<file path="src/hdl/are_pkg.sv">
// Package with the types, constants and commands of the adaptive range encoder.
`timescale 1ns / 1ps

package are_pkg;

  // Alphabet and model limits.
  localparam int unsigned AlphabetSize = 256;
  localparam int unsigned SymW = 8;
  localparam int unsigned CntW = 14;
  localparam int unsigned CumW = 15;
  localparam int unsigned TotalLimit = 16384;
  localparam int unsigned GrpBits = 4;
  localparam int unsigned NumGrp = AlphabetSize >> GrpBits;
  localparam int unsigned GrpW = SymW - GrpBits;

  // Coder constants.
  localparam int unsigned CodeW = 32;
  localparam logic [CodeW-1:0] FullRange = 32'hFFFF_FFFF;
  localparam logic [CodeW-1:0] BotBound = 32'h0001_0000;
  localparam int unsigned NormMax = 4;
  localparam int unsigned FlushBytes = 4;

  // Controller states.
  typedef enum logic [3:0] {
    S_IDLE,
    S_GSCAN,
    S_CSCAN,
    S_DIVWAIT,
    S_NARROW,
    S_NORM,
    S_UPDATE,
    S_HRD,
    S_HWR,
    S_FLUSH,
    S_CLEAR
  } state_t;

  // Datapath operations.
  typedef enum logic [3:0] {
    OP_NONE,
    OP_ACCEPT,
    OP_GSCAN,
    OP_CSCAN,
    OP_MUL,
    OP_NARROW,
    OP_NORM,
    OP_UPDATE,
    OP_HWR,
    OP_FLUSH,
    OP_CLEAR
  } op_t;

  typedef struct packed {
    op_t op;
  } cmd_t;

  typedef struct packed {
    logic gscan_done;
    logic cscan_done;
    logic div_done;
    logic norm_emit;
    logic halve_need;
    logic halve_done;
    logic flush_done;
    logic last;
    logic out_free;
  } status_t;

endpackage

</file>
<file path="src/hdl/are_ctrl.sv">
// Controller state machine that sequences each symbol through the datapath.
`timescale 1ns / 1ps

module are_ctrl (
  input  logic             clk,
  input  logic             rst_n,
  input  logic             in_valid,
  output logic             in_ready,
  input  are_pkg::status_t sts,
  output are_pkg::cmd_t    cmd
);

  are_pkg::state_t state_r, state_nxt;

  always_ff @(posedge clk) begin
    if (!rst_n) begin
      state_r <= are_pkg::S_IDLE;
    end else begin
      state_r <= state_nxt;
    end
  end

  // Next state and datapath command.
  always_comb begin
    state_nxt = state_r;
    cmd.op    = are_pkg::OP_NONE;
    in_ready  = 1'b0;
    unique case (state_r)
      are_pkg::S_IDLE: begin
        in_ready = 1'b1;
        if (in_valid) begin
          cmd.op    = are_pkg::OP_ACCEPT;
          state_nxt = are_pkg::S_GSCAN;
        end
      end
      are_pkg::S_GSCAN: begin
        cmd.op = are_pkg::OP_GSCAN;
        if (sts.gscan_done) begin
          state_nxt = are_pkg::S_CSCAN;
        end
      end
      are_pkg::S_CSCAN: begin
        cmd.op = are_pkg::OP_CSCAN;
        if (sts.cscan_done) begin
          state_nxt = are_pkg::S_DIVWAIT;
        end
      end
      are_pkg::S_DIVWAIT: begin
        if (sts.div_done) begin
          cmd.op    = are_pkg::OP_MUL;
          state_nxt = are_pkg::S_NARROW;
        end
      end
      are_pkg::S_NARROW: begin
        cmd.op    = are_pkg::OP_NARROW;
        state_nxt = are_pkg::S_NORM;
      end
      are_pkg::S_NORM: begin
        if (!sts.norm_emit) begin
          state_nxt = are_pkg::S_UPDATE;
        end else if (sts.out_free) begin
          cmd.op = are_pkg::OP_NORM;
        end
      end
      are_pkg::S_UPDATE: begin
        cmd.op = are_pkg::OP_UPDATE;
        priority if (sts.halve_need) begin
          state_nxt = are_pkg::S_HRD;
        end else if (sts.last) begin
          state_nxt = are_pkg::S_FLUSH;
        end else begin
          state_nxt = are_pkg::S_IDLE;
        end
      end
      are_pkg::S_HRD: begin
        state_nxt = are_pkg::S_HWR;
      end
      are_pkg::S_HWR: begin
        cmd.op = are_pkg::OP_HWR;
        priority if (!sts.halve_done) begin
          state_nxt = are_pkg::S_HRD;
        end else if (sts.last) begin
          state_nxt = are_pkg::S_FLUSH;
        end else begin
          state_nxt = are_pkg::S_IDLE;
        end
      end
      are_pkg::S_FLUSH: begin
        if (sts.out_free) begin
          cmd.op = are_pkg::OP_FLUSH;
          if (sts.flush_done) begin
            state_nxt = are_pkg::S_CLEAR;
          end
        end
      end
      are_pkg::S_CLEAR: begin
        cmd.op    = are_pkg::OP_CLEAR;
        state_nxt = are_pkg::S_IDLE;
      end
      default: begin
        state_nxt = are_pkg::S_IDLE;
      end
    endcase
  end

endmodule

</file>
<file path="config.mk">
export PLATFORM = sky130hd
export DESIGN_NAME = are_ctrl
export DESIGN_NICKNAME = d
export VERILOG_FILES = /design/src/hdl/are_pkg.sv /design/src/hdl/are_ctrl.sv
export SDC_FILE = /design/constraint.sdc
export NUM_CORES = 1
export LEC_CHECK = 0
export BUFFER_PORTS_ARGS = -buffer_cell sky130_fd_sc_hd__buf_4
export CORE_AREA = 4 4 41 43
export CTS_CLUSTER_DIAMETER = 150
export DETAILED_ROUTE_END_ITERATION = 12
export DIE_AREA = 0 0 45 47
export SYNTH_ARGS = -nofsm -noshare
export SYNTH_HDL_FRONTEND = slang
export SYNTH_SLANG_ARGS = --single-unit
</file>
<file path="constraint.sdc">
create_clock -name clk -period 4.4 [get_ports clk]
set_clock_uncertainty 0.05 [all_clocks]
set_input_delay 1.32 -clock clk [delete_from_list [all_inputs] [get_ports clk]]
set_output_delay 1.32 -clock clk [all_outputs]
set_load 0.02 [all_outputs]
</file>
Word-level counts from Yosys, hierarchy flattened
Index checks and enable logic that the tools add are counted.
- input bits: 12
- word-level logic and storage cells: 38
- bits in registers: 4
- reductions and logical operators: 2
- mux-type cells: 18
- eq/ne operators: 17
- operators with widths (operator ; number):
    $pmux 4 s10 ; 2
    $mux 4 ; 11
    $eq 4x3->1 const B ; 4
    $ne 2x2->1 const B ; 7
    $eq 4x4->1 const B ; 3
    $mux 3 ; 3
    $eq 4x2->1 const B ; 2
    $reduce_and 7->1 ; 1
    $eq 4x1->1 const B ; 1
    $logic_not 4->1 ; 1
    $mux 1 ; 2

Logic depth before layout (Yosys ltp)
- depth after elaboration: 3
- mapped depth: 7

Least setup slack after synthesis
No wires, ideal clock.
- path kind: input port to output port
- start: input sts[6] (netlist bit)
- end: output cmd[2] (netlist bit)
- slack: 1049 ps
- cell stages on the path: 4
- path buffers: 0
- arrival: 1981 ps
- path through: nand3_1 > nor2_1 > a21oi_1 > o21ai_0
- RTL lines (item ; line ; RTL):
    from (decl) ; are_ctrl.sv:9 ; input are_pkg::status_t sts,
    to (decl) ; are_ctrl.sv:10 ; output are_pkg::cmd_t cmd

==> results by group <==
Run status
  • Status: complete, no violations

Synth
  • Main combinational cell family by area after synthesis: compound AO/OA/AOI/OAI gates
  • Yosys reg bits: 4
  • Synth top area share: 16.5%
  • Simple-Gate Fraction of Synth Area: 32.1%
  • Synth Area in Compound Gates: 35.5%
  • Post-Synth Adder-Cell Area: 0%
  • Post-synth top area cell: dfxtp_1
  • Mean Syn Cell Area: 6.86 µm²
  • Synth Instances: 71
  • Post-synth EDFFs: 0
  • Async set or reset register ratio after synthesis: 0%
  • Yosys cell types: 27
  • Synth warn: 0
  • Main synth FF type: dfxtp_1
  • Mapped Area: 487 µm²
  • Syn Nets: 83
  • Top cells by area, synth: dfxtp_1 (16%), buf_6 (6.9%), a21oi_1 (6.2%)
  • Post-synthesis mux area share: 2.06%
  • Seq/Total Area, Yosys: 16.5%
  • Xor and xnor fraction of the mapped netlist area: 0%

Finish
  • Share of layout cells above drive strength 1: 26.2%
  • Max reg flops: 4
  • Register area: 80.1 µm²
  • N_diodes: 0
  • Synthesis-to-layout area growth: 23.1%
  • Largest registers: state_r x4
  • Multi-input logic area: 339 µm²
  • Layout fillers: 135
  • Final #Nets: 98
  • Largest register by flop count: state_r

Timing
  • Final setup margin: 1.05 ns
  • Fin crit period: 3.35 ns
  • Worst relative slew slack: 59.5%
  • Max Clock Freq: 0.299 GHz
  • RSZ-0062 raised after global routing: no
  • Setup violators final: 0
  • Setup TNS: 0 ns
  • Worst Tran Pin Value: 0.607 ns
  • Tcrit/Tclk final: 76.0%
  • Max-slew violations: 0
  • Final hold vios: 0
  • Worst hold slack: 0.728 ns

CTS
  • Post-cts resize count: 0
  • CTS sink cnt: 4
  • Clock buffer depth: 2
  • CTS Hold Bufs: 0
  • H-tree depth: 1
  • Post-CTS Setup Inserts: 0
  • Clock latency on the worst-skew pair: 0.24 ns
  • CTS Buf Count: 3
  • Worst-path clk slew: 0.03 ns
  • Root Buffer: clkbuf_4
  • CTS tree: built

Die
  • Initial core utilization: 37.4%
  • Die width: 45 µm
  • Die height: 47 µm
  • I/O pin total: 17
  • Core area: 1300 µm²
  • Die area: 2120 µm²
  • Row cnt: 13

Drt
  • # DRC: 0
  • Wire per inst: 12.5 µm
  • First-pass detailed-route iteration total: 4
  • Drt total wl: 1230 µm
  • Via density: 5.54
  • Vias: 548
  • Initial DRC Count: 7
  • ANT nets after route: 0

Global route
  • Grt total ovfl: 0
  • First-pass GRT wire length: 2200 µm
  • GRT Overall Usage: 15.1%
  • Vias in the first global route: 490
  • Largest net degree at the start of global routing: 21
  • Initial antenna violation count: 0

Power
  • VDD IR max: 0.169 mV
  • Sw Share: 46.3%
  • P_sw: 0.127 mW
  • Power share of the clock group: 17.1%
  • Logic pwr share: 54.7%
  • Pleak: 0.232 nW
  • Seq pwr share: 28.3%
  • Power Total: 0.275 mW
  • Power per standard cell area: 459 nW/µm²
  • P_int: 0.148 mW

Critical path
  • Crit. End Element: output port
  • Worst R2R Path Depth: 5
  • Required time worst endpoint: 3.03 ns
  • Worst setup SP type: primary input
  • CP Class: in2out
  • Crit path max fanout: 2
  • Worst Path Arrival: 1.98 ns

Place
  • HPWL Detailed: 892 µm
  • Final RePlAce weighted congestion: 0.738
  • Port Buf Inserts: 16
  • Pre-CTS WS: 1.04 ns

Run
  • Total of max-cap violations: 0

Hold path
  • Worst hold path depth: 2
  • Class of the worst hold path: reg2reg
synth_stat cells (2+ instances only):
| cell type | number |
|---|---|
| nor3_1 | 4 |
| buf_2 | 3 |
| nor4b_1 | 2 |
| nor2b_1 | 3 |
| a21oi_2 | 3 |
| nand2_1 | 3 |
| o31ai_1 | 2 |
| nand3_1 | 3 |
| nand2b_1 | 3 |
| dfxtp_1 | 4 |
| o21ai_0 | 4 |
| inv_1 | 5 |
| a21oi_1 | 6 |
| o211ai_1 | 2 |
| buf_6 | 3 |
| a31oi_1 | 3 |
| nor2_1 | 6 |
| nor4_1 | 2 |
| or3_1 | 2 |
power by group through the flow:
| stage | registers [mW] | clock network (mW) | logic [mW] |
|---|---|---|---|
| 2_1_floorplan | 0.0479 | 0 | 0.145 |
| 3_3_place_gp | 0.0789 | 0 | 0.153 |
| 3_5_place_dp | 0.0783 | 0 | 0.152 |
| 4_1_cts | 0.0776 | 0.0491 | 0.152 |
| 5_1_grt | 0.0840 | 0.0529 | 0.169 |
| 6_report | 0.0778 | 0.0469 | 0.150 |
worst max-delay path: stages:
cell	delay, ns
buf_4	0.08
nand3_1	0.07
nor2_1	0.12
a21oi_1	0.05
o21ai_0	0.17
buf_4	0.17
final cells by class:
cell class                 instances  area share, %
clock buffer                       3           3.76
inverter                           5           3.13
multi-input combinational         56           56.6
sequential                         4           13.4
tap                               15           3.13
timing repair buffer              16           20.0
placed cells by master (no fill, tap or decap):
master and count:
buf_4 16, nor2_1 6, a21oi_1 6, inv_1 5, o21ai_0 4, nor3_1 4, dfxtp_1 4, nand3_1 3
nand2b_1 3, nor2b_1 3, a31oi_1 3, nand2_1 3, a21oi_2 3, clkbuf_4 3, o31ai_1 2, nor4_1 2
or3_1 2, nor4b_1 2, o211ai_1 2, and2b_1 1, a21o_1 1, mux2i_1 1, a2111oi_1 1, o21ai_1 1
o41ai_1 1, a311oi_1 1, o21a_1 1
metrics by stage:
step,cells,utilization [%],cell area [µm²]
final,99,46.1,599
after global placement,96,44.3,577
after global routing,99,46.1,599
after CTS,99,46.1,599
after detailed placement,96,44.3,577
after floorplan,71,-,487
cell families after synthesis:
| logic type | count (synthesis) |
|---|---|
| buf+inv | 11 |
| mux | 1 |
| simple gates | 29 |
| compound gates | 26 |
| flops | 4 |
metal layers:
| metal | global-route usage (%) | wire length, µm | vias to the layer above |
|---|---|---|---|
| li1 | - | - | 291 |
| met1 | 19.0 | 553 | 236 |
| met2 | 19.8 | 570 | 16 |
| met3 | 6.13 | 71 | 5 |
| met4 | 12.3 | 38 | 0 |
| met5 | 0 | 0 | - |
path summary, 6_finish.rpt:
kind / startpoint / end / slack, ns
max: sts[6] / cmd[2] / 1.05
min: state_r[0] / state_r[0] / 0.73
max reg2reg: state_r[1] / state_r[1] / 2.60
min reg2reg: state_r[0] / state_r[0] / 0.73
Note: power is estimated with default switching activity, not from simulation.
